$ cat config.mk
export PLATFORM = sky130hd
export DESIGN_NAME = flipbook_frame_sequencer
export DESIGN_NICKNAME = d
export VERILOG_FILES = /design/src/rtl/ffs_pkg.sv /design/src/rtl/flipbook_frame_sequencer.sv
export SDC_FILE = /design/constraint.sdc
export NUM_CORES = 1
export LEC_CHECK = 0
export BUFFER_PORTS_ARGS = -buffer_cell sky130_fd_sc_hd__buf_2
export CAP_MARGIN = 30
export CORE_AREA = 2 2 191 193
export CTS_BUF_LIST = sky130_fd_sc_hd__clkbuf_16
export DETAILED_ROUTE_END_ITERATION = 10
export DIE_AREA = 0 0 193 195
export PLACE_DENSITY = 0.82
export REMOVE_ABC_BUFFERS = 1
export SYNTH_ARGS = -nofsm -noshare
export SYNTH_HDL_FRONTEND = slang
export SYNTH_SLANG_ARGS = --single-unit
$ cat constraint.sdc
create_clock -name clk_i -period 6.3 [get_ports clk_i]
set_input_delay 0.63 -clock clk_i [delete_from_list [all_inputs] [get_ports clk_i]]
set_output_delay 0.63 -clock clk_i [all_outputs]
set_load 0.05 [all_outputs]
$ cat src/rtl/ffs_pkg.sv
`timescale 1ns / 1ps
// ----------------------------------------------------------------------------
// ffs_pkg
// Shared types and constants of the flipbook frame sequencer.
// ----------------------------------------------------------------------------
package ffs_pkg;

  localparam int unsigned FRAME_BITS = 8;
  localparam int unsigned TIME_W     = 24;
  localparam int unsigned DT_W       = 16;
  localparam int unsigned SPEED_W    = 16;
  localparam int unsigned SPEED_FRAC = 12;
  localparam int unsigned PROD_W     = DT_W + SPEED_W;
  localparam int unsigned SCL_W      = PROD_W - SPEED_FRAC;
  localparam int unsigned T_W        = TIME_W + 2;
  localparam int unsigned LOOP_W     = 8;

  localparam int unsigned APB_DW     = 32;
  localparam int unsigned REG_NUM    = 8;
  localparam int unsigned REG_IDX_W  = $clog2(REG_NUM);
  localparam int unsigned APB_AW     = REG_IDX_W + 2;

  localparam logic [FRAME_BITS-1:0] FRAME_COUNT_RST    = FRAME_BITS'(2);
  localparam logic [TIME_W-1:0]     FRAME_DURATION_RST = TIME_W'(1);
  localparam logic [SPEED_W-1:0]    SPEED_RST          = SPEED_W'(4096);

  typedef enum logic [REG_IDX_W-1:0] {
    REG_FRAME_COUNT    = 3'd0,
    REG_FRAME_DURATION = 3'd1,
    REG_SPEED          = 3'd2,
    REG_LOOP_FOREVER   = 3'd3,
    REG_PING_PONG      = 3'd4,
    REG_LOOP_BUDGET    = 3'd5,
    REG_START_BACKWARD = 3'd6,
    REG_START_FRAME    = 3'd7
  } ffs_reg_e;

  localparam logic OP_TICK  = 1'b0;
  localparam logic OP_START = 1'b1;

endpackage

$ cat src/rtl/flipbook_frame_sequencer.sv
`timescale 1ns / 1ps
// ----------------------------------------------------------------------------
// flipbook_frame_sequencer
// Sprite animation frame sequencer for one player, with APB register port.
// ----------------------------------------------------------------------------
// Flow: a start item, or a tick while stopped, gives its result in the cycle
//   after acceptance; a running tick goes through ST_MUL and ST_SUB, then one
//   ST_STEP per frame step (each adds one frame duration in the shared adder).
// Throughput: one item at a time; the next is taken the cycle after the
//   result item is accepted.
// Reset: asynchronous, active low; stopped, frame 0, registers at defaults.
module flipbook_frame_sequencer
  import ffs_pkg::*;
(
  input  logic                  clk_i,
  input  logic                  rst_ni,
  input  logic                  psel,
  input  logic                  penable,
  input  logic                  pwrite,
  input  logic [APB_AW-1:0]     paddr,
  input  logic [APB_DW-1:0]     pwdata,
  output logic [APB_DW-1:0]     prdata,
  output logic                  pready,
  input  logic                  in_valid_i,
  output logic                  in_ready_o,
  input  logic                  op_i,
  input  logic [DT_W-1:0]       dt_i,
  output logic                  out_valid_o,
  input  logic                  out_ready_i,
  output logic [FRAME_BITS-1:0] frame_index_o,
  output logic                  backward_o,
  output logic                  stopped_o
);

  typedef enum logic [2:0] {
    ST_IDLE,
    ST_MUL,
    ST_SUB,
    ST_STEP,
    ST_OUT
  } state_e;

  state_e state_q;

  logic [FRAME_BITS-1:0] frame_count_q;
  logic [TIME_W-1:0]     frame_duration_q;
  logic [SPEED_W-1:0]    speed_q;
  logic                  loop_forever_q;
  logic                  ping_pong_q;
  logic [LOOP_W-1:0]     loop_budget_q;
  logic                  start_backward_q;
  logic [FRAME_BITS-1:0] start_frame_q;

  logic [FRAME_BITS-1:0] frame_pos_q;
  logic                  dir_q;
  logic [LOOP_W-1:0]     loops_left_q;
  logic [TIME_W-1:0]     time_left_q;
  logic                  ended_q;
  logic signed [T_W-1:0] t_q;
  logic [DT_W-1:0]       dt_q;
  logic [PROD_W-1:0]     prod_q;

  logic                  cfg_wr;
  ffs_reg_e              cfg_idx;
  logic                  in_fire;

  logic [FRAME_BITS-1:0] cnt;
  logic [FRAME_BITS-1:0] cnt_m1;
  logic [FRAME_BITS-1:0] ping_fwd;
  logic [FRAME_BITS-1:0] ping_bwd;
  logic [FRAME_BITS-1:0] start_pos;
  logic [TIME_W-1:0]     dur;

  logic signed [T_W-1:0] add_a;
  logic signed [T_W-1:0] add_b;
  logic signed [T_W-1:0] add_sum;

  logic                  at_end;
  logic [FRAME_BITS-1:0] step_frame;
  logic                  step_dir;
  logic [LOOP_W-1:0]     step_loops;
  logic                  step_stop;

  // Register port
  assign pready  = 1'b1;
  assign cfg_idx = ffs_reg_e'(paddr[APB_AW-1:2]);
  assign cfg_wr  = psel && penable && pwrite;

  always_ff @(posedge clk_i or negedge rst_ni) begin
    if (!rst_ni) begin
      frame_count_q    <= FRAME_COUNT_RST;
      frame_duration_q <= FRAME_DURATION_RST;
      speed_q          <= SPEED_RST;
      loop_forever_q   <= 1'b0;
      ping_pong_q      <= 1'b0;
      loop_budget_q    <= '0;
      start_backward_q <= 1'b0;
      start_frame_q    <= '0;
    end else if (cfg_wr) begin
      unique case (cfg_idx)
        REG_FRAME_COUNT:    frame_count_q    <= pwdata[FRAME_BITS-1:0];
        REG_FRAME_DURATION: frame_duration_q <= pwdata[TIME_W-1:0];
        REG_SPEED:          speed_q          <= pwdata[SPEED_W-1:0];
        REG_LOOP_FOREVER:   loop_forever_q   <= pwdata[0];
        REG_PING_PONG:      ping_pong_q      <= pwdata[0];
        REG_LOOP_BUDGET:    loop_budget_q    <= pwdata[LOOP_W-1:0];
        REG_START_BACKWARD: start_backward_q <= pwdata[0];
        REG_START_FRAME:    start_frame_q    <= pwdata[FRAME_BITS-1:0];
      endcase
    end
  end

  always_comb begin
    unique case (cfg_idx)
      REG_FRAME_COUNT:    prdata = APB_DW'(frame_count_q);
      REG_FRAME_DURATION: prdata = APB_DW'(frame_duration_q);
      REG_SPEED:          prdata = APB_DW'(speed_q);
      REG_LOOP_FOREVER:   prdata = APB_DW'(loop_forever_q);
      REG_PING_PONG:      prdata = APB_DW'(ping_pong_q);
      REG_LOOP_BUDGET:    prdata = APB_DW'(loop_budget_q);
      REG_START_BACKWARD: prdata = APB_DW'(start_backward_q);
      REG_START_FRAME:    prdata = APB_DW'(start_frame_q);
    endcase
  end

  // Frame range
  assign cnt       = (frame_count_q == '0) ? FRAME_BITS'(1) : frame_count_q;
  assign cnt_m1    = cnt - FRAME_BITS'(1);
  assign ping_fwd  = (cnt_m1 != '0) ? cnt_m1 - FRAME_BITS'(1) : '0;
  assign ping_bwd  = (cnt_m1 != '0) ? FRAME_BITS'(1) : '0;
  assign start_pos = (start_frame_q > cnt_m1) ? cnt_m1 : start_frame_q;
  assign dur       = (frame_duration_q == '0) ? TIME_W'(1) : frame_duration_q;

  // Shared adder: consume scaled time, then add one duration per step
  always_comb begin
    if (state_q == ST_STEP) begin
      add_a = t_q;
      add_b = $signed({{(T_W-TIME_W){1'b0}}, dur});
    end else begin
      add_a = $signed({{(T_W-TIME_W){1'b0}}, time_left_q});
      add_b = -$signed({{(T_W-SCL_W){1'b0}}, prod_q[PROD_W-1:SPEED_FRAC]});
    end
    add_sum = add_a + add_b;
  end

  // One frame step
  always_comb begin
    step_frame = frame_pos_q;
    step_dir   = dir_q;
    step_loops = loops_left_q;
    step_stop  = 1'b0;
    at_end     = dir_q ? (frame_pos_q == '0) : (frame_pos_q >= cnt_m1);
    if (!at_end) begin
      step_frame = dir_q ? frame_pos_q - FRAME_BITS'(1) : frame_pos_q + FRAME_BITS'(1);
    end else if (loop_forever_q || (loops_left_q != '0)) begin
      if (loops_left_q != '0) begin
        step_loops = loops_left_q - LOOP_W'(1);
      end
      if (ping_pong_q) begin
        step_dir   = !dir_q;
        step_frame = dir_q ? ping_bwd : ping_fwd;
      end else begin
        step_frame = dir_q ? cnt_m1 : '0;
      end
    end else begin
      step_stop  = 1'b1;
      step_frame = dir_q ? '0 : cnt_m1;
    end
  end

  assign in_ready_o = (state_q == ST_IDLE);
  assign in_fire    = in_valid_i && in_ready_o;

  always_ff @(posedge clk_i or negedge rst_ni) begin
    if (!rst_ni) begin
      state_q      <= ST_IDLE;
      frame_pos_q  <= '0;
      dir_q        <= 1'b0;
      loops_left_q <= '0;
      time_left_q  <= '0;
      ended_q      <= 1'b1;
      t_q          <= '0;
    end else begin
      unique case (state_q)
        ST_IDLE: begin
          if (in_valid_i) begin
            if (op_i == OP_START) begin
              ended_q      <= 1'b0;
              frame_pos_q  <= start_pos;
              dir_q        <= start_backward_q;
              loops_left_q <= loop_budget_q;
              time_left_q  <= frame_duration_q;
              state_q      <= ST_OUT;
            end else if (ended_q) begin
              state_q <= ST_OUT;
            end else begin
              state_q <= ST_MUL;
            end
          end
        end
        ST_MUL: begin
          state_q <= ST_SUB;
        end
        ST_SUB: begin
          if (!add_sum[T_W-1]) begin
            time_left_q <= add_sum[TIME_W-1:0];
            state_q     <= ST_OUT;
          end else begin
            t_q     <= add_sum;
            state_q <= ST_STEP;
          end
        end
        ST_STEP: begin
          frame_pos_q  <= step_frame;
          dir_q        <= step_dir;
          loops_left_q <= step_loops;
          t_q          <= add_sum;
          if (step_stop) begin
            ended_q <= 1'b1;
            state_q <= ST_OUT;
          end else if (add_sum > 0) begin
            time_left_q <= add_sum[TIME_W-1:0];
            state_q     <= ST_OUT;
          end
        end
        ST_OUT: begin
          if (out_ready_i) begin
            state_q <= ST_IDLE;
          end
        end
      endcase
    end
  end

  always_ff @(posedge clk_i) begin
    if (in_fire) begin
      dt_q <= dt_i;
    end
    if (state_q == ST_MUL) begin
      prod_q <= PROD_W'(dt_q) * PROD_W'(speed_q);
    end
  end

  assign out_valid_o   = (state_q == ST_OUT);
  assign frame_index_o = (frame_pos_q > cnt_m1) ? cnt_m1 : frame_pos_q;
  assign backward_o    = dir_q;
  assign stopped_o     = ended_q;

  a_ready_excl: assert property (@(posedge clk_i) disable iff (!rst_ni)
    !(in_ready_o && out_valid_o))
    else $error("input ready while a result item is pending");

  a_start_runs: assert property (@(posedge clk_i) disable iff (!rst_ni)
    (in_fire && (op_i == OP_START)) |=> (out_valid_o && !stopped_o))
    else $error("start item did not restart playback");

  a_stopped_hold: assert property (@(posedge clk_i) disable iff (!rst_ni)
    (in_fire && (op_i == OP_TICK) && ended_q) |=>
      (out_valid_o && stopped_o && $stable(frame_pos_q)))
    else $error("tick changed a stopped animation");

  a_step_neg: assert property (@(posedge clk_i) disable iff (!rst_ni)
    (state_q == ST_STEP) |-> (t_q <= 0))
    else $error("frame step with time left above zero");

  a_loops_down: assert property (@(posedge clk_i) disable iff (!rst_ni)
    (state_q == ST_STEP) |=> (loops_left_q <= $past(loops_left_q)))
    else $error("loop budget grew during a tick");

endmodule

==> implementation parameters <==
Parameter                              Value

STA
  Final slew viol count    0
  Post-route fraction of the period consumed by the critical path    99.0%
  Setup tns final    0 ns
  Setup violation total in the final timing report    0
  Clock Skew    0.0174 ns
  Maximum achievable frequency    160 MHz
  Final hold viol count    0
  RSZ-0062 raised after global routing    true
  Headroom to the max-slew limit    39.8%
  Tightest Pin Transition    0.900 ns
  Time the worst path needs with I/O delays and setup    6.24 ns

Global routing
  First-pass GRT wire length    87.1 mm
  GRT met1 Usage    37.3%
  Antenna violations before repair    2
  Busiest grt layer    met2
  Met3 demand-to-capacity share in global routing    6.40%
  Via count of the first global-routing pass    17000
  GR Util met2    48.7%
  Maximum number of pins on one net before global-route repair    78
  Global-route usage over all layers    29.6%
  Total grt overflow    0

Cells and area
  Area overhead of the layout relative to synthesis    11.1%
  Final design instance area without fill    21600 um2
  Most used cells in the layout excluding fill and tap cells    328 x sky130_fd_sc_hd__nand2_1, 262 x sky130_fd_sc_hd__inv_1, 194 x sky130_fd_sc_hd__fa_1
  Number of nets at the end of the flow    2649
  Fraction of layout instances using a drive strength above 1    17.2%
  Register Area    4550 um2
  Area taken by multi-input logic gates    13600 um2
  Leading cell type in the layout, fill and taps excluded    sky130_fd_sc_hd__nand2_1
  Layout filler cell count    2904
  Ant. Diodes    0

Routing
  Per-cell via count in the routed design    5.95
  Total length of routed wires    54.4 mm
  Initial drt markers    1470
  Wire per inst    20.0 um
  Count of vias placed by the detailed router    16100
  Drt pass-1 iters    6
  Detail Route Antenna Nets    0
  Number of design rule violations left after detail routing    0

Logic synthesis
  Number of warning messages in the yosys log    0
  Share of Yosys cell area claimed by the top area cell type    20.1%
  Prevailing post-synth register cell    sky130_fd_sc_hd__dfrtp_1
  Netlist area before placement    19400 um2
  Top area cells in the synthesized netlist    sky130_fd_sc_hd__fa_1 20%, sky130_fd_sc_hd__dfrtp_1 17%, sky130_fd_sc_hd__ha_1 9.9%
  Cell count after synthesis    2140
  Synthesis-stage register bit count    174
  Number of flops mapped to enable cells by yosys    36
  Post-synthesis sequential area ratio    23.4%
  Count of distinct cell types in the synthesized netlist    90
  Post-synthesis cell type with the largest combined area    sky130_fd_sc_hd__fa_1
  Post-Synthesis Mean Instance Area    9.08 um2
  Share of async-settable or async-resettable flops after synthesis    79.3%

Placement
  Final HPWL DP    41.3 mm
  Number of port buffers    86
  GP Congestion    1.00
  Total placed instance area    20600 um2

Floorplan
  Die Outline Area    37600 um2
  Die height    195 um
  Placeable core area    35400 um2
  Initial core utilization    54.9%
  I/O pin cnt    106
  Number of cell rows    69
  Die X-Extent    193 um

Clock network
  Clk Latency, worst-skew pair    0.46 ns
  Clock transition at the register clock pins on the worst setup and hold paths after CTS    0.08 ns
  Number of sinks on the clock net    174
  Count of hold-fix buffers inserted at cts    0
  CTS tree    yes
  Clock Root Buffer    sky130_fd_sc_hd__clkbuf_16
  H-Tree Level Count    4
  Number of clock buffers inserted by TritonCTS    17
  Maximum clock path buffer count    2

Setup path
  Crit end category    flop
  Worst setup SP type    flop
  Critical Path Fanout Max    5
  Reg-to-reg setup timing slack    0.06 ns
  CP required    6.51 ns
  Critical path type    reg -> reg
  Cell depth of the worst flop-to-flop path    25
  WP data arrival    6.45 ns

Flow run
  Max-Cap Viols    0

Outcome
  Run status    finished clean

Worst hold path
  Classification of the worst-slack hold path    in -> async
synthesized netlist by cell type (10+ instances only):
cell type,instances
sky130_fd_sc_hd__nand2_1,330
sky130_fd_sc_hd__inv_1,265
sky130_fd_sc_hd__fa_1,195
sky130_fd_sc_hd__ha_1,153
sky130_fd_sc_hd__and2_1,139
sky130_fd_sc_hd__dfrtp_1,134
sky130_fd_sc_hd__o21ai_0,111
sky130_fd_sc_hd__nor2_1,109
sky130_fd_sc_hd__a21oi_1,87
sky130_fd_sc_hd__mux2_2,80
sky130_fd_sc_hd__clkbuf_1,73
sky130_fd_sc_hd__edfxtp_1,36
sky130_fd_sc_hd__xnor2_1,34
sky130_fd_sc_hd__xor2_1,30
sky130_fd_sc_hd__nor3_1,28
sky130_fd_sc_hd__a22oi_1,24
sky130_fd_sc_hd__mux2_4,20
sky130_fd_sc_hd__nand3_1,19
sky130_fd_sc_hd__a21o_1,18
sky130_fd_sc_hd__a31oi_1,15
sky130_fd_sc_hd__buf_4,14
sky130_fd_sc_hd__nand4_1,14
sky130_fd_sc_hd__nor4_1,14
sky130_fd_sc_hd__nand2b_1,12
sky130_fd_sc_hd__a221oi_1,11
sky130_fd_sc_hd__nor2b_1,11
sky130_fd_sc_hd__mux2i_1,10
sky130_fd_sc_hd__o21a_1,10
layout make-up:
type                            instances  share of cell area [%]
Inverter                              266                    4.63
Clock buffer                           17                    1.97
Timing Repair Buffer                  181                    5.74
Clock inverter                         15                   0.945
Multi-Input combinational cell       1600                    63.0
Sequential cell                       174                    21.1
Tap cell                              461                    2.67
routing by layer:
metal / share of wire (%) / wire, um
met4: 4.4 / 2400
met2: 48 / 26200
met3: 9.0 / 4870
met1: 38 / 20900
met5: 0.024 / 13
critical path, cell delays in order, from the launching register on:
cell                       delay (ns)
sky130_fd_sc_hd__edfxtp_1        0.51
sky130_fd_sc_hd__and2_4          0.22
sky130_fd_sc_hd__fa_1            0.55
sky130_fd_sc_hd__inv_2           0.04
sky130_fd_sc_hd__fa_1            0.52
sky130_fd_sc_hd__inv_1           0.06
sky130_fd_sc_hd__ha_2            0.17
sky130_fd_sc_hd__fa_1            0.47
sky130_fd_sc_hd__fa_1            0.51
sky130_fd_sc_hd__inv_2           0.05
sky130_fd_sc_hd__fa_1            0.52
sky130_fd_sc_hd__inv_2           0.05
sky130_fd_sc_hd__ha_4            0.26
sky130_fd_sc_hd__nand2_2         0.04
sky130_fd_sc_hd__or4_4           0.51
sky130_fd_sc_hd__o211a_4         0.18
sky130_fd_sc_hd__o211ai_1        0.21
sky130_fd_sc_hd__nor3b_2         0.20
sky130_fd_sc_hd__buf_4           0.15
sky130_fd_sc_hd__o21a_4          0.14
sky130_fd_sc_hd__buf_6           0.10
sky130_fd_sc_hd__o21ai_4         0.07
sky130_fd_sc_hd__a21boi_2        0.17
sky130_fd_sc_hd__buf_4           0.14
sky130_fd_sc_hd__nor2_2          0.04
sky130_fd_sc_hd__xnor2_1         0.12
registers in the layout (all words and copies together), names as in the netlist, 3 cells and up:
register	flops
frame_duration_q	24
prod_q	20
speed_q	16
loop_budget_q	8
dt_q	16
t_q	26
loops_left_q	8
frame_count_q	8
start_frame_q	8
frame_pos_q	8
time_left_q	24
state_q	3
metrics by stage:
step / worst slack, ns / util, % / hold WS, ns / std cells
floorplan: -0.342 / - / 0.334 / 2040
global placement: -0.0496 / 58.1 / 0.458 / 2663
detailed placement: -0.226 / 58.1 / 0.470 / 2664
CTS: 0.00166 / 60.3 / 0.231 / 2707
global route: -0.139 / 61.0 / 0.253 / 2714
finish: 0.0605 / 61.0 / 0.196 / 2714
logic make-up after synthesis:
logic type / share of synthesized area (%)
adder cells (fa/ha/maj): 29.9
AND/OR/NAND/NOR: 17.4
flip-flops: 23.4
buffers and inverters: 7.89
multiplexers: 6.70
AO/OA/AOI/OAI: 11.7
other: 0.0387
XOR/XNOR: 2.97
path summary, 6_finish.rpt:
| path | start | endpoint |
|---|---|---|
| worst max-delay path | dt_q[3] | prod_q[24] |
| worst min-delay path | rst_ni | frame_duration_q[18] |
| worst max register to register | dt_q[3] | prod_q[24] |
| worst min register to register | t_q[12] | t_q[12] |
| max in group asynchronous | rst_ni | frame_pos_q[4] |
| min in group clk_i | dt_i[6] | dt_q[6] |
timing repair:
action	4_1_cts	5_1_grt
endpoints found under the setup margin	9	10
resized for setup	20	32
pin swaps	15	19
setup buffers	11	6
Power is left out: the tool's default activity adds up to more than one toggle a clock period on the data nets, which glitch-free logic cannot reach.
